--- config.mk ---
export PLATFORM = sky130hd
export DESIGN_NAME = multi_led_blink_controller
export DESIGN_NICKNAME = d
export VERILOG_FILES = /design/src/hw/rtl/mlbc_pkg.sv /design/src/hw/rtl/mlbc_mem.sv /design/src/hw/rtl/mlbc_ctrl.sv /design/src/hw/rtl/multi_led_blink_controller.sv
export VERILOG_INCLUDE_DIRS = /design/src /design/src/hw/rtl
export SDC_FILE = /design/constraint.sdc
export NUM_CORES = 1
export LEC_CHECK = 0
export BUFFER_PORTS_ARGS = -buffer_cell sky130_fd_sc_hd__buf_2
export CELL_PAD_IN_SITES_DETAIL_PLACEMENT = 1
export CELL_PAD_IN_SITES_GLOBAL_PLACEMENT = 2
export CORE_MARGIN = 5
export CORE_UTILIZATION = 25
export DETAILED_ROUTE_END_ITERATION = 7
export GPL_ROUTABILITY_DRIVEN = 0
export PLACE_DENSITY_LB_ADDON = 0.25
export SETUP_SLACK_MARGIN = 0.5
export SYNTH_ARGS = -nofsm -noshare
export SYNTH_HDL_FRONTEND = slang
export SYNTH_SLANG_ARGS = --single-unit
--- constraint.sdc ---
create_clock -name clk -period 9.5 [get_ports clk]
set_clock_uncertainty 0.15 [all_clocks]
set_input_delay 0.475 -clock clk [delete_from_list [all_inputs] [get_ports clk]]
set_output_delay 0.475 -clock clk [all_outputs]
set_load 0.05 [all_outputs]
--- src/hw/rtl/multi_led_blink_controller_macros.svh ---
// Assertion macros for the LED blink controller.
// Used by the top level; each macro expects clk and rst in scope.
`ifndef MULTI_LED_BLINK_CONTROLLER_MACROS_SVH
`define MULTI_LED_BLINK_CONTROLLER_MACROS_SVH

`define MLBC_ASSERT_SAME(lbl, ante, cons, msg) \
  lbl: assert property (@(posedge clk) disable iff (rst) (ante) |-> (cons)) else $error(msg);

`define MLBC_ASSERT_NEXT(lbl, ante, cons, msg) \
  lbl: assert property (@(posedge clk) disable iff (rst) (ante) |=> (cons)) else $error(msg);

`endif

--- src/hw/rtl/mlbc_pkg.sv ---
// Types and constants for the LED blink controller.
// Used by mlbc_ctrl and the top level; depends on nothing.
package mlbc_pkg;

  localparam int CNT_W = 16;
  localparam int OUT_W = 8;

  typedef enum logic [2:0] {
    OP_ON     = 3'd0,
    OP_OFF    = 3'd1,
    OP_TOGGLE = 3'd2,
    OP_BLINK  = 3'd3,
    OP_TICK   = 3'd4
  } op_t;

  typedef enum logic [1:0] {
    ST_IDLE,
    ST_WALK,
    ST_DONE
  } state_t;

  localparam logic [1:0] ADDR_ACTIVE_LOW = 2'd0;

  typedef struct packed {
    logic [2:0]       operation;
    logic [2:0]       led_index;
    logic [CNT_W-1:0] blink_half_period;
  } cmd_word_t;

  typedef struct packed {
    logic [OUT_W-1:0] pin_levels;
    logic [OUT_W-1:0] blinking_mask;
  } result_word_t;

endpackage

--- src/hw/rtl/mlbc_mem.sv ---
// Per-LED reload value and tick counter storage, one entry per LED.
// Synchronous memory with one write port and one registered read port.
module mlbc_mem #(
  parameter int DEPTH = 8,
  parameter int AW    = 3,
  parameter int DW    = 32
) (
  input  logic          clk,
  input  logic          we,
  input  logic [AW-1:0] waddr,
  input  logic [DW-1:0] wdata,
  input  logic [AW-1:0] raddr,
  output logic [DW-1:0] rdata
);

  logic [DW-1:0] mem [DEPTH];

  always_ff @(posedge clk) begin
    if (we) begin
      mem[waddr] <= wdata;
    end
  end

  always_ff @(posedge clk) begin
    rdata <= mem[raddr];
  end

endmodule

--- src/hw/rtl/mlbc_ctrl.sv ---
// Command sequencer: lit and blink-mode bits, the tick walk over the counter
// memory and the result word. Depends on mlbc_pkg and mlbc_mem.
module mlbc_ctrl import mlbc_pkg::*; #(
  parameter int NUM_LEDS = 8
) (
  input  logic                 clk,
  input  logic                 rst,
  input  logic                 start,
  input  cmd_word_t            cmd,
  input  logic [OUT_W-1:0]     active_low_mask,
  output logic                 busy,
  output logic                 result_valid,
  output result_word_t         result
);

  localparam int AW    = (NUM_LEDS > 1) ? $clog2(NUM_LEDS) : 1;
  localparam int PAD_W = (NUM_LEDS > OUT_W) ? NUM_LEDS : OUT_W;
  localparam logic [AW-1:0] LAST_IDX = AW'(NUM_LEDS - 1);

  state_t               state;
  state_t               state_next;
  logic [NUM_LEDS-1:0]  lit_bits;
  logic [NUM_LEDS-1:0]  blink_bits;
  logic [AW-1:0]        walk_idx;
  logic                 accept;
  logic                 idx_ok;
  logic [AW-1:0]        led_addr;
  logic                 mem_we;
  logic [AW-1:0]        mem_waddr;
  logic [2*CNT_W-1:0]   mem_wdata;
  logic [AW-1:0]        mem_raddr;
  logic [2*CNT_W-1:0]   mem_rdata;
  logic [CNT_W-1:0]     cnt_dec;
  logic                 cnt_hit;
  logic [PAD_W-1:0]     lit_pad;
  logic [PAD_W-1:0]     blink_pad;

  assign accept   = start && !busy;
  assign idx_ok   = 32'(cmd.led_index) < NUM_LEDS;
  assign led_addr = AW'(cmd.led_index);
  assign cnt_dec  = mem_rdata[CNT_W-1:0] - CNT_W'(1);
  assign cnt_hit  = (cnt_dec == '0);

  mlbc_mem #(
    .DEPTH (NUM_LEDS),
    .AW    (AW),
    .DW    (2 * CNT_W)
  ) u_mem (
    .clk   (clk),
    .we    (mem_we),
    .waddr (mem_waddr),
    .wdata (mem_wdata),
    .raddr (mem_raddr),
    .rdata (mem_rdata)
  );

  always_ff @(posedge clk) begin
    if (rst) begin
      state <= ST_IDLE;
    end else begin
      state <= state_next;
    end
  end

  always_comb begin
    state_next = state;
    mem_we     = 1'b0;
    mem_waddr  = walk_idx;
    mem_wdata  = {mem_rdata[2*CNT_W-1:CNT_W], cnt_dec};
    mem_raddr  = '0;
    unique case (state)
      ST_IDLE, ST_DONE: begin
        state_next = ST_IDLE;
        if (accept) begin
          if (cmd.operation == OP_TICK) begin
            state_next = ST_WALK;
          end else begin
            state_next = ST_DONE;
            if (cmd.operation == OP_BLINK && idx_ok) begin
              mem_we    = 1'b1;
              mem_waddr = led_addr;
              mem_wdata = {cmd.blink_half_period, cmd.blink_half_period};
            end
          end
        end
      end
      ST_WALK: begin
        mem_we = blink_bits[walk_idx];
        if (cnt_hit) begin
          mem_wdata = {mem_rdata[2*CNT_W-1:CNT_W], mem_rdata[2*CNT_W-1:CNT_W]};
        end
        if (walk_idx == LAST_IDX) begin
          state_next = ST_DONE;
        end else begin
          mem_raddr = walk_idx + AW'(1);
        end
      end
      default: state_next = ST_IDLE;
    endcase
  end

  always_ff @(posedge clk) begin
    if (rst) begin
      lit_bits   <= '0;
      blink_bits <= '0;
      walk_idx   <= '0;
    end else if (state == ST_WALK) begin
      if (blink_bits[walk_idx] && cnt_hit) begin
        lit_bits[walk_idx] <= ~lit_bits[walk_idx];
      end
      walk_idx <= (walk_idx == LAST_IDX) ? '0 : walk_idx + AW'(1);
    end else if (accept && idx_ok) begin
      unique case (cmd.operation)
        OP_ON: begin
          lit_bits[led_addr]   <= 1'b1;
          blink_bits[led_addr] <= 1'b0;
        end
        OP_OFF: begin
          lit_bits[led_addr]   <= 1'b0;
          blink_bits[led_addr] <= 1'b0;
        end
        OP_TOGGLE: begin
          lit_bits[led_addr]   <= ~lit_bits[led_addr];
          blink_bits[led_addr] <= 1'b0;
        end
        OP_BLINK: begin
          blink_bits[led_addr] <= 1'b1;
        end
        default: begin
        end
      endcase
    end
  end

  assign lit_pad              = PAD_W'(lit_bits);
  assign blink_pad            = PAD_W'(blink_bits);
  assign busy                 = (state == ST_WALK);
  assign result_valid         = (state == ST_DONE);
  assign result.pin_levels    = lit_pad[OUT_W-1:0] ^ active_low_mask;
  assign result.blinking_mask = blink_pad[OUT_W-1:0];

endmodule

--- src/hw/rtl/multi_led_blink_controller.sv ---
// Top level of the LED blink controller: register port and command sequencer.
// Depends on mlbc_pkg, mlbc_ctrl and the assertion macro header.
//
//   Channel   Handshake                 Payload
//   command   start / busy              cmd (cmd_word_t)
//   result    result_valid (strobe)     result (result_word_t)
//   config    psel/penable/pwrite       paddr, pwdata, prdata
//
// On, off, toggle, blink and unknown commands go straight to the result; a tick
// first walks the counter memory, reading each counter entry and writing it back,
// and then shows the result.
// The result appears for one cycle after the work ends; a new command may be
// accepted in that cycle. The receiver takes every result word and never stalls.
// Reset clears the lit and blink-mode bits and the mask.
`include "multi_led_blink_controller_macros.svh"

module multi_led_blink_controller import mlbc_pkg::*; #(
  parameter int NUM_LEDS = 8
) (
  input  logic         clk,
  input  logic         rst,
  input  logic         start,
  output logic         busy,
  input  cmd_word_t    cmd,
  output logic         result_valid,
  output result_word_t result,
  input  logic         psel,
  input  logic         penable,
  input  logic         pwrite,
  input  logic [1:0]   paddr,
  input  logic [31:0]  pwdata,
  output logic [31:0]  prdata,
  output logic         pready
);

  logic [OUT_W-1:0] active_low_mask;

  assign pready = 1'b1;
  assign prdata = (paddr == ADDR_ACTIVE_LOW) ? 32'(active_low_mask) : '0;

  always_ff @(posedge clk) begin
    if (rst) begin
      active_low_mask <= '0;
    end else if (psel && penable && pwrite && pready && paddr == ADDR_ACTIVE_LOW) begin
      active_low_mask <= pwdata[OUT_W-1:0];
    end
  end

  mlbc_ctrl #(
    .NUM_LEDS (NUM_LEDS)
  ) u_ctrl (
    .clk             (clk),
    .rst             (rst),
    .start           (start),
    .cmd             (cmd),
    .active_low_mask (active_low_mask),
    .busy            (busy),
    .result_valid    (result_valid),
    .result          (result)
  );

  `MLBC_ASSERT_NEXT(a_accept_progress, start && !busy, busy || result_valid, "no progress")
  `MLBC_ASSERT_SAME(a_result_not_busy, result_valid, !busy, "result shown while walking counters")
  `MLBC_ASSERT_NEXT(a_result_once, result_valid && !start, !result_valid, "result repeated")

endmodule

[Word-level counts from Yosys, hierarchy flattened]
Memories as Yosys holds them, arrays and structs flattened. A register that Yosys moved wholly into a read port is not among the register bits.
Cells that the tools add are included.
Storage, ports and cells
  register bits: 29
  bits in writable memories: 256
  bits of input ports: 62
  output and inout bits: 51
  word-level logic and storage cells: 88
  memories: 1
Cells by class
  $add $sub $neg: 2
  magnitude comparators: 4
  equality and inequality tests: 9
  muxes and demuxes: 39
  bitwise gates (word level): 9
  reduce and logical (&&, ||, !) cells: 19
Memory list
  u_ctrl.u_mem.mem: depth 8, width 32, read ports 1, clocked after Yosys merged registers in 1, wr ports 1, RTL line mlbc_mem.sv:16  | logic [DW-1:0] mem [DEPTH];
Operator list (number)
  two-way mux 32 bit: 3
  case mux 32 bit (2 select lines): 1
  two-way mux 8 bit: 4
  case mux 8 bit (3 select lines): 1
  two-way mux 3 bit: 6
  AND 8 bit: 2
  bitwise mux 8 bit: 2
  logical NOT 16 bit: 1
  two-way mux 16 bit: 1
  bitwise OR 8 bit: 2
  case mux 8 bit (2 select lines): 1
  subtractor 16 x 1 -> 16 bit (second input constant): 1
  two-way mux 1 bit: 10
  binary-select mux 1 bit (select 3 bit): 3
  less-than comparator 3 x 4 -> 1 bit (second input constant): 2
  inverter 8 bit: 1
  bitwise XOR 8 bit: 1
  logical AND 1 bit: 7
  demux 1 bit (select 3 bit): 2
  == test 3 x 2 -> 1 bit (second input constant): 2
  == test 3 bit (second input constant): 2
  >= comparator 3 x 1 -> 1 bit (second input constant): 2
  two-way mux 2 bit: 3
  AND reduction 3 bit: 2
  15 further kinds: 20

[Longest topological paths before layout]
Gate-level depths: netlist of the first run.
  word-level depth: 9
  depth in mapped cells: 10
  mapped depth without buffers: 8

[Cells and area by module]
A second synthesis of the first run with hierarchy kept.
Unflattened totals
  cell total of the unflattened synthesis: 875
  area, all modules: 13626.8 µm²
Modules (own cells, without submodules)
  mlbc_mem: instances 1, cells an instance 415, area an instance 10466.3 µm², sequential area each 8328.0 µm²
  mlbc_ctrl: instances 1, cells an instance 389, area an instance 2534.9 µm², sequential area each 420.4 µm²
  multi_led_blink_controller: instances 1, cells an instance 71, area an instance 625.6 µm², sequential area each 160.2 µm²

[Worst setup path before layout of the first run]
Ideal clock, no wire load.
  kind: register to register
  from: register with a tool-made name
  to: memory u_ctrl.u_mem.mem[7][0] (enable)
  library setup time: 421 ps
  arrival: 3043 ps
  required time: 8929 ps
  path slack: 5886 ps
  cell stages (with the launch flop): 8
  buffers on the path: 1
  period minus slack after synthesis: 3614 ps
  cell sequence: dfxtp_1 > mux2i_1 > o211ai_1 > o21ai_0 > or2_2 > clkbuf_1 > a21boi_0 > nor2_1
RTL lines (RTL line)
  to (decl): mlbc_mem.sv:16

[Final worst setup path of the first run]
  from: register u_ctrl.u_mem.rdata[0], read port of u_ctrl.u_mem.mem
  to: memory u_ctrl.u_mem.mem[5][0], data pin
On the way
  longest elaborated chain between the ends: 5
  elaborated cells on any way between the ends: 7
  those cells by class: add/sub (1); mux (5); reduce/logical (1)
RTL lines
  from (decl): RTL line mlbc_mem.sv:13  | output logic [DW-1:0] rdata
  subtractor 16 x 1 -> 16 bit (*): RTL line mlbc_ctrl.sv:41  | assign cnt_dec = mem_rdata[CNT_W-1:0] - CNT_W'(1);
  two-way mux 32 bit: RTL line mlbc_ctrl.sv:79  | if (cmd.operation == OP_BLINK && idx_ok) begin
  two-way mux 32 bit: RTL line mlbc_ctrl.sv:75  | if (cmd.operation == OP_TICK) begin
  two-way mux 32 bit: RTL line mlbc_ctrl.sv:74  | if (accept) begin
  case mux 32 bit (2 select lines) (*): RTL line mlbc_ctrl.sv:71  | unique case (state)
  named net u_ctrl.mem_wdata[0]: RTL line mlbc_ctrl.sv:30  | logic [2*CNT_W-1:0] mem_wdata;
The timed path passes the listed nets; every way through them passes the cells marked *.

==> results.txt, run 1 <==
detailed placement HPWL - 21.7 mm
max_cap viols - 0
Yosys cell types - 69
Synth top area share - 57.8%
overflow left after global routing - 0
Detailed Routing Iterations Pass 1 - 4
vias - 8,399
Ys Warns - 0
Synth Flop Type - edfxtp_1
area grow syn2layout - 16.4%
Crit Path Class - flip-flop to flip-flop
list of most frequent post-synthesis cells - edfxtp_1, nor2_1, o221ai_1, nand2_1, dfxtp_1
top cell family by delay on the critical path - simple AND/OR/NAND/NOR gates
Ports - 113
cell accounting for the most synthesized area - edfxtp_1
required time of the critical path - 9.58 ns
f_max - 234 MHz
CTS Sinks - 317
Worst path max stage delay - 0.64 ns
largest net degree at the start of global routing - 66
core area - 0.0527 mm²
Initial Util - 25.3%
Routed Wire Length - 37.7 mm
Final Net Count - 1,072
Final ANT Viol Nets - 0
Final setup viols - 0
Crit Path Max Fanout - 23
residual DRC count - 0
hold_buf cts - 0
antenna diode count - 0
CP dominant cell by count - o31a_1
WP buf/inv - 1
synthesized area per cell - 14.0 µm²
H-tree levels - 2
count leader, synth - edfxtp_1
post_cts resized - 0
Startpoint Class - flip-flop
Max Root-Sink Buffers - 3
Power Density - 195 mW/mm²
GRT Total Usage - 12.9%
first-pass GRT wire length - 57.1 mm
Worst VDD drop - 0.167 mV
RSZ-0062 raised after global routing - no
CTS tree - yes
Critical Path End Type - flip-flop
fin. max-slew vios - 0
port bufs - 63
Worst path slowest cell - or4b_1
vias in the first global route - 9,072
Pleak - 5.28 nW
worst-skew pair later-pin latency - 0.54 ns
Worst-path clk slew - 0.06 ns
Seq cells post-synth - 317
min-delay worst type - primary input to flip-flop
postcts setup bufs - 0
CP arrival - 4.36 ns
1st-iter DRT viols - 544
Post-synth EDFFs - 256
Die ar. - 0.0579 mm²
Cell Area, Synth - 0.0133 mm²
period utilization - 45.0%
clock root buffer - clkbuf_16
TNS Setup - 0 ns
sequential fraction of the synthesis area - 67.0%
vias per cell - 4.88
Final Util - 29.4%
initial antenna violation count - 0
WHS - 0.0286 ns
Num CTS Buffers - 36
synth top area cells - edfxtp_1, dfxtp_1, mux4_2, o221ai_1, nor2_1
cells along the critical path - inv_1, ha_1, or4b_1, o31a_1, nor4_2, nand4_2, o31a_1, a2bb2oi_1
share of layout cells above drive strength 1 - 18.4%
synthesized instance count - 950
Final Hold Fails - 0
Die X - 241 µm
asr flop ratio synth - 0%
Rows - 84
wire per inst - 21.9 µm
Slew @ Worst Pin - 1.14 ns
post-layout min period - 4.28 ns
status - finished, final reports clean
Slew headroom - 24.0%
die height - 241 µm
==> cells by family after synthesis <==
kind of cell | share of synthesized area (%)
DFF | 67.0
and+or+nand+nor | 9.72
muxes | 7.02
adders and majority gates | 0.376
other | 0.0565
buffers and inverters | 3.63
xor gates and xnor gates | 1.38
AOI/OAI and AO/OA | 10.8
==> state kept, by name, indices dropped and copies added, names as in the netlist, named ones only <==
register and cells:
u_ctrl.lit_bits 8, u_ctrl.u_mem.rdata 32, active_low_mask 8, u_ctrl.state 2, u_ctrl.u_mem.mem 256, u_ctrl.walk_idx 3
==> final timing paths <==
check / to / depth (start not counted) / from / slack, ns
setup reg to reg: u_ctrl.u_mem.mem[5][0] / 8 / u_ctrl.u_mem.rdata[0] / 5.22
hold reg to reg: flip-flop / 2 / flip-flop / 0.37
hold / removal: active_low_mask[6] / 3 / pwdata[6] / 0.03
setup / recovery: u_ctrl.u_mem.mem[5][0] / 8 / u_ctrl.u_mem.rdata[0] / 5.22
==> cell type report <==
cell class	count	area, µm²
clock buffer	47	963
sequential	317	8910
inverter	10	37.5
timing repair buffer	81	450
tap	688	861
fill	5602	37200
clock inverter	18	195
multi-input combinational	560	4070
==> per-stage QoR <==
step / total power, mW / setup slack (ns) / instance area [µm²] / instances
after global routing: 3.15 / 4.95 / 15500 / 1721
after detailed placement: 1.69 / 5.26 / 14300 / 1656
final: 3.02 / 5.22 / 15500 / 1721
after global placement: 1.69 / 5.24 / 14300 / 1656
after floorplan: 1.65 / 5.89 / 13400 / 973
after CTS: 3.07 / 5.23 / 15500 / 1721
==> worst register-to-register path, stage by stage, from the launching register on <==
cell and delay [ns]:
dfxtp_1 0.42, inv_1 0.13, ha_1 0.32, or4b_1 0.64, o31a_1 0.33, nor4_2 0.38
nand4_2 0.64, o31a_1 0.51, a2bb2oi_1 0.48
==> cell usage in the layout, fill, tap and decap left out, drive strengths merged, types with 7 or more instances in the layout <==
| cell | n |
|---|---|
| or2 | 7 |
| a21oi | 14 |
| nand2 | 63 |
| mux4 | 32 |
| clkinv | 14 |
| o21ai | 23 |
| clkbuf | 47 |
| or3 | 13 |
| xor2 | 11 |
| a31oi | 37 |
| edfxtp | 256 |
| nor2 | 88 |
| dfxtp | 61 |
| a21o | 13 |
| conb | 25 |
| mux2i | 19 |
| o221ai | 64 |
| buf | 81 |
| nor3 | 13 |
| xnor2 | 10 |
| nor4 | 17 |
| inv | 11 |
| nand3 | 16 |
| and2 | 13 |
==> metal layers <==
metal | share of wire (%) | wire length (µm) | track usage [%]
met1 | 48 | 18000 | 18.2
met2 | 47 | 17600 | 21.2
met3 | 3.8 | 1420 | 1.89
met4 | 1.7 | 649 | 3.11
met5 | 0 | 0 | 0
==> power breakdown <==
part | switching [mW] | internal [mW] | leakage [nW]
Sequential | 0.0127 | 1.51 | 2.81
Clock | 0.559 | 0.803 | 0.561
Combinational | 0.103 | 0.0375 | 1.91
Power figures use the tool's default switching activity.
==> run 2: changes to the inputs <==
==> constraint.sdc (replaced) <==
create_clock -name clk -period 4 [get_ports clk]
set_clock_uncertainty 0.15 [all_clocks]
set_input_delay 0.2 -clock clk [delete_from_list [all_inputs] [get_ports clk]]
set_output_delay 0.2 -clock clk [all_outputs]
set_load 0.05 [all_outputs]
==> run 2 against run 1 <==
Routed wire length is 4.0% higher. Non-clock buffer count is 52 higher. First-iteration DRC count is 0.37% higher. Via count is 2.7% higher. Maximum frequency is 29% higher. Clock power is 150% higher. Worst hold slack worse by 0.0071 ns. Largest cell class unchanged. Register-to-register slack worse by 4.5 ns. Critical endpoint is now u_ctrl.lit_bits[2]. Combinational power grew to 2.6 times the previous value. Clock-buffer cell count is 3 higher.
==> results.txt, run 2 (synthesis results as in run 1) <==
Layout Cells excl Fill - 1,776 (+3.2%)
post-layout min period - 3.31 ns (-0.971 ns)
CTS Sinks - 317 (unchanged)
hold path depth - 3 (unchanged)
wire length on met1 - 18.3 mm (+2.0%)
Crit Path Max Fanout - 11 (-52%)
vias in the first global route - 9,338 (+2.9%)
period utilization - 82.7% (+38 points)
vias per cell - 4.86 (-0.50%)
CP arrival - 3.60 ns (-0.76 ns)
Initial Util - 25.3% (unchanged)
f_max - 302 MHz (+29%)
Num CTS Buffers - 37 (+2.8%)
CTS tree - yes
fin. max-slew vios - 0 (unchanged)
initial antenna violation count - 0 (unchanged)
Routed Wire Length - 39.2 mm (+4.0%)
cells along the critical path - inv_1, ha_1, or4b_1, o31a_1, nor4_4, nand4_4, buf_4, or3_1, a311o_1
clock root buffer - clkbuf_16
Crit Path Class - flip-flop to flip-flop
Ports - 113 (unchanged)
commonest cells after routing, fill and taps aside - edfxtp_1, nor2_1, o221ai_1
min-delay worst type - primary input to flip-flop
Final Util - 30.7% (+1.2 points)
WP buf/inv - 2 (+1)
Final Hold Fails - 0 (unchanged)
GRT Total Usage - 13.5% (+0.54 points)
top cell family by delay on the critical path - simple AND/OR/NAND/NOR gates
core area - 0.0527 mm² (unchanged)
Worst-path clk slew - 0.06 ns (about the same)
Detailed Routing Iterations Pass 1 - 5 (+1)
RSZ-0062 raised after global routing - no
1st-iter DRT viols - 546 (+0.37%)
area grow syn2layout - 21.3%
Design Area, Final - 0.0161 mm² (+4.2%)
Reg2Reg Launch Point - u_ctrl.u_mem.rdata[0]
placed insts - 1,675 (+1.1%)
R2R setup slack - 0.69 ns (-4.53 ns)
most flop-heavy register - u_ctrl.u_mem.mem
largest net degree at the start of global routing - 65 (-1.5%)
wire per inst - 22.0 µm (+0.76%)
Pleak - 5.60 nW (+6.0%)
die height - 241 µm (unchanged)
vias - 8,624 (+2.7%)
first-pass GRT wire length - 59.7 mm (+4.4%)
Max Root-Sink Buffers - 3 (unchanged)
port bufs - 63 (unchanged)
H-tree levels - 2 (unchanged)
routed length on met2 - 18.7 mm (+6.2%)
Largest register FFs - 256 (unchanged)
status - finished, final reports clean
placed cell areas - 0.0146 mm² (+1.7%)
Power Total - 7.37 mW (+140%)
Hold Path Sink - u_ctrl.u_mem.mem[7][20]
Final setup viols - 0 (unchanged)
Slew headroom - 40.0% (+16 points)
WHS - 0.0215 ns (-0.00709 ns)
Startpoint Class - flip-flop
FF-to-FF path depth - 9 (+1)
Slew @ Worst Pin - 0.891 ns (-0.250 ns)
share of layout cells above drive strength 1 - 19.8% (+1.4 points)
Final Net Count - 1,125 (+4.9%)
max_cap viols - 0 (unchanged)
required time of the critical path - 4.29 ns (-5.29 ns)
TNS Setup - 0 ns (unchanged)
antenna diode count - 0 (unchanged)
reg-to-reg endpoint - u_ctrl.lit_bits[2]
Rows - 84 (unchanged)
Final ANT Viol Nets - 0 (unchanged)
Worst VDD drop - 0.315 mV (+89%)
Power Density - 457 mW/mm² (+130%)
overflow left after global routing - 0 (unchanged)
Worst path slowest cell - or4b_1
dpl ws - 0.527 ns (-4.74 ns)
detailed placement HPWL - 22.7 mm (+4.4%)
hold path startpoint - cmd[4]
Worst path max stage delay - 0.50 ns (-0.14 ns)
Die ar. - 0.0579 mm² (unchanged)
residual DRC count - 0 (unchanged)
biggest registers after layout - u_ctrl.u_mem.mem (256), u_ctrl.u_mem.rdata (32)
Critical Path End Type - flip-flop
worst-skew pair later-pin latency - 0.55 ns (about the same)
top sig layer - met4
commonest non-fill, non-tap cell in the layout - edfxtp_1
Final WS setup - 0.693 ns (-4.53 ns)
postcts setup bufs - 0 (unchanged)
Die X - 241 µm (unchanged)
met3 WL - 1.22 mm (-14%)
run 2: cell types whose count changed in the layout (fill, tap and decap cells not counted), sizes merged:
cell         before  now
dlygate4sd3       0   33
clkinv           14   11
clkbuf           47   50
buf              81  100
clkinvlp          0    1
inv              11   13
run 2: per-layer routing:
layer  GRT usage, %  up-vias
li1               -     3913
met1           18.4     4513
met2           22.5      146
met3           1.83       52
met4           4.11        0
met5              0        -
run 2: timing repair:
item / CTS / global route
endpoints found under the setup margin: 0 / 46
endpoints found under the hold margin: 50 / 0
gates resized for setup: 0 / 3
hold buffers: 33 / 0
run 2: how the worst max path moves through the flow:
stage,from,endpoint,slack [ns],depth (start not counted)
finish,u_ctrl.u_mem.rdata[0],u_ctrl.lit_bits[2],0.69,9
global route,u_ctrl.u_mem.rdata[0],u_ctrl.lit_bits[2],0.51,9
CTS,u_ctrl.u_mem.rdata[0],u_ctrl.u_mem.mem[6][0],0.50,8
detailed placement,u_ctrl.u_mem.rdata[0],u_ctrl.lit_bits[2],0.53,9
global placement,u_ctrl.u_mem.rdata[0],u_ctrl.lit_bits[2],0.53,9
floorplan,flip-flop,u_ctrl.u_mem.mem[7][0],0.39,7
run 2: power by group:
| group | switching, mW | leakage (nW) | internal (mW) | total (mW) |
|---|---|---|---|---|
| logic | 0.256 | 2.20 | 0.111 | 0.367 |
| registers | 0.0273 | 2.81 | 3.58 | 3.61 |
| clock network | 1.41 | 0.587 | 1.98 | 3.39 |
run 2: area by class of cell:
class	count	area, µm²
clock buffer	50	1010
clock inverter	18	200
fill	5577	36500
inverter	10	37.5
multi-input combinational	560	4090
sequential	317	8910
tap	688	861
timing repair buffer	133	1040
run 2: worst reg2reg max path, cell delays in order, from the launching register on:
cell and delay, ns:
dfxtp_1 0.37, inv_1 0.10, ha_1 0.19, or4b_1 0.50
o31a_1 0.31, nor4_4 0.35, nand4_4 0.25, buf_4 0.27
or3_1 0.37, a311o_1 0.34
==> run 3: changes to the inputs <==
==> constraint.sdc (replaced) <==
create_clock -name clk -period 2.8 [get_ports clk]
set_clock_uncertainty 0.15 [all_clocks]
set_input_delay 0.14 -clock clk [delete_from_list [all_inputs] [get_ports clk]]
set_output_delay 0.14 -clock clk [all_outputs]
set_load 0.05 [all_outputs]
==> run 3 against run 2 <==
The run now ends with setup timing left. Via count rose by 6.1%. Worst setup slack worse by 0.79 ns. Clock-buffer cell count up 5. Power increased by 45%. First-iteration DRC count rose by 9.0%. Sequential share of layout area down 6.4 points. Cell area up 14%. Global-route usage increased by 0.40 points. Combinational power up 74%. Flip-flop and latch count stayed put. Critical path type unchanged.
==> results.txt, run 3 (synthesis results as in run 1) <==
Reg power frac - 48.3% (-0.7 points)
P_int - 8.29 mW (+46%)
min-delay worst type - primary input to flip-flop
port bufs - 63 (unchanged)
Final ANT Viol Nets - 0 (unchanged)
Rows - 84 (unchanged)
wire per inst - 23.6 µm (+7.3%)
Num CTS Buffers - 37 (unchanged)
initial antenna violation count - 1 (+1)
Combinational Power Share - 6.0% (+1.0 points)
TNS Setup - -1.72 ns (-1.72 ns)
max_cap viols - 0 (unchanged)
worst-skew pair later-pin latency - 0.56 ns (about the same)
core area - 0.0527 mm² (unchanged)
FF+latch area - 0.00894 mm² (+0.34%)
Die X - 241 µm (unchanged)
Critical Path End Type - flip-flop
Routed Wire Length - 44.5 mm (+14%)
CP arrival - 3.05 ns (-0.55 ns)
Worst-path clk slew - 0.06 ns (about the same)
Final setup viols - 52 (+52)
Sw Ratio - 22.2% (-0.70 points)
vias in the first global route - 9,520 (+1.9%)
Max Root-Sink Buffers - 3 (unchanged)
status - complete, but fails checks
Power Density - 582 mW/mm² (+27%)
Power Total - 10.7 mW (+45%)
post-layout min period - 2.90 ns (-0.411 ns)
H-tree levels - 2 (unchanged)
vias per cell - 4.87 (+0.22%)
residual DRC count - 0 (unchanged)
placed insts - 1,712 (+2.2%)
Initial Util - 25.3% (unchanged)
violated checks - setup timing
Slew @ Worst Pin - 1.08 ns (+0.192 ns)
Worst VDD drop - 0.506 mV (+61%)
GRT Total Usage - 13.9% (+0.40 points)
Final Net Count - 1,229 (+9.2%)
Final Util - 34.8% (+4.2 points)
Slew headroom - 27.8% (-12 points)
Detailed Routing Iterations Pass 1 - 4 (-1)
fin. max-slew vios - 0 (unchanged)
area grow syn2layout - 37.8%
fill count - 5,462 (-2.1%)
most flop-heavy register - u_ctrl.u_mem.mem
vias - 9,149 (+6.1%)
f_max - 345 MHz (+14%)
CTS Sinks - 317 (unchanged)
die height - 241 µm (unchanged)
clock root buffer - clkbuf_16
1st-iter DRT viols - 595 (+9.0%)
Pleak - 6.43 nW (+15%)
dpl ws - -0.131 ns (-0.658 ns)
period utilization - 103% (+21 points)
antenna diode count - 0 (unchanged)
CTS tree - yes
commonest non-fill, non-tap cell in the layout - edfxtp_1
commonest cells after routing, fill and taps aside - edfxtp_1, buf_2, nand2_1
clock power share - 45.7% (-0.3 points)
R2R setup slack - -0.1 ns (-0.79 ns)
overflow left after global routing - 0 (unchanged)
RSZ-0062 raised after global routing - yes
biggest registers after layout - u_ctrl.u_mem.mem (256), u_ctrl.u_mem.rdata (32)
Final WS setup - -0.0956 ns (-0.789 ns)
Die ar. - 0.0579 mm² (unchanged)
first-pass GRT wire length - 60.7 mm (+1.8%)
share of layout cells above drive strength 1 - 33.6% (+14 points)
required time of the critical path - 2.95 ns (-1.34 ns)
Final Hold Fails - 0 (unchanged)
Largest register FFs - 256 (unchanged)
Ports - 113 (unchanged)
Crit Path Max Fanout - 8 (-3)
detailed placement HPWL - 24.3 mm (+7.1%)
Crit Path Class - flip-flop to flip-flop
largest net degree at the start of global routing - 65 (unchanged)
Layout Cells excl Fill - 1,880 (+5.9%)
Startpoint Class - flip-flop
P_sw - 2.37 mW (+40%)
Multi-input gate area - 0.00461 mm² (+13%)
-- run 3: cell types whose count changed in the layout (fill, tap and decap cells not counted), sizes merged, moves of 2 or more --
| cell | previous run | this run |
|---|---|---|
| buf | 100 | 184 |
| bufbuf | 0 | 2 |
| clkbuf | 50 | 71 |
| clkinv | 11 | 8 |
| inv | 13 | 11 |
-- run 3: layout make-up --
cell class / count / share of cell area, %
sequential: 317 / 48.8
multi-input combinational: 561 / 25.2
clock buffer: 55 / 5.65
timing repair buffer: 236 / 14.5
clock inverter: 13 / 1.02
inverter: 10 / 0.205
tap: 688 / 4.70
-- run 3: routing by layer --
metal / global-route usage (%) / routed length (µm) / part of all wire (%) / vias to the layer above
met5: 0 / 13 / 0.029 / -
met4: 4.18 / 1010 / 2.3 / 2
met3: 2.19 / 1920 / 4.3 / 58
met2: 23.2 / 21300 / 48 / 206
met1: 18.7 / 20300 / 46 / 4730
li1: - / - / - / 4153
-- run 3: final timing paths --
kind                            cells after the start                  start                 endpoint
worst max-delay path                                8  u_ctrl.u_mem.rdata[1]   u_ctrl.u_mem.mem[7][8]
worst min-delay path                                4                cmd[13]  u_ctrl.u_mem.mem[7][13]
worst max register to register                      8  u_ctrl.u_mem.rdata[1]   u_ctrl.u_mem.mem[7][8]
worst min register to register                      2              flip-flop                flip-flop
-- run 3: worst max-delay path: stages, from the launching register on --
cell,delay (ns)
dfxtp_2,0.32
inv_2,0.07
ha_4,0.13
or4b_4,0.49
o31a_1,0.32
nor4_4,0.23
nand4_4,0.22
or3_4,0.44
a31o_4,0.26
-- run 3: per-stage QoR --
| step | instance area [µm²] | hold slack (ns) |
|---|---|---|
| finish | 18300 | 0.0261 |
| global route | 18300 | 0.0283 |
| CTS | 17400 | 0.00367 |
| detailed placement | 15000 | 0.234 |
| global placement | 15000 | 0.228 |
| floorplan | 13600 | 0.134 |
-- run 3: power by group through the flow --
stage,clock [mW],combinational (mW),sequential [mW]
detailed placement,0,0.531,5.25
floorplan,0,0.376,5.24
finish,4.87,0.637,5.15
global route,5.24,0.681,5.15
global placement,0,0.527,5.25
CTS,5.03,0.605,5.15
-- run 3: timing repair --
| action | 4_1_cts | 5_1_grt |
|---|---|---|
| hold buffers | 34 | 0 |
| endpoints found under the hold margin | 150 | 0 |
| endpoints found under the setup margin | 383 | 392 |
| resized for setup | 75 | 74 |
| gates cloned | 7 | 19 |
| buffers inserted | 25 | 15 |
| pin swaps | 17 | 35 |
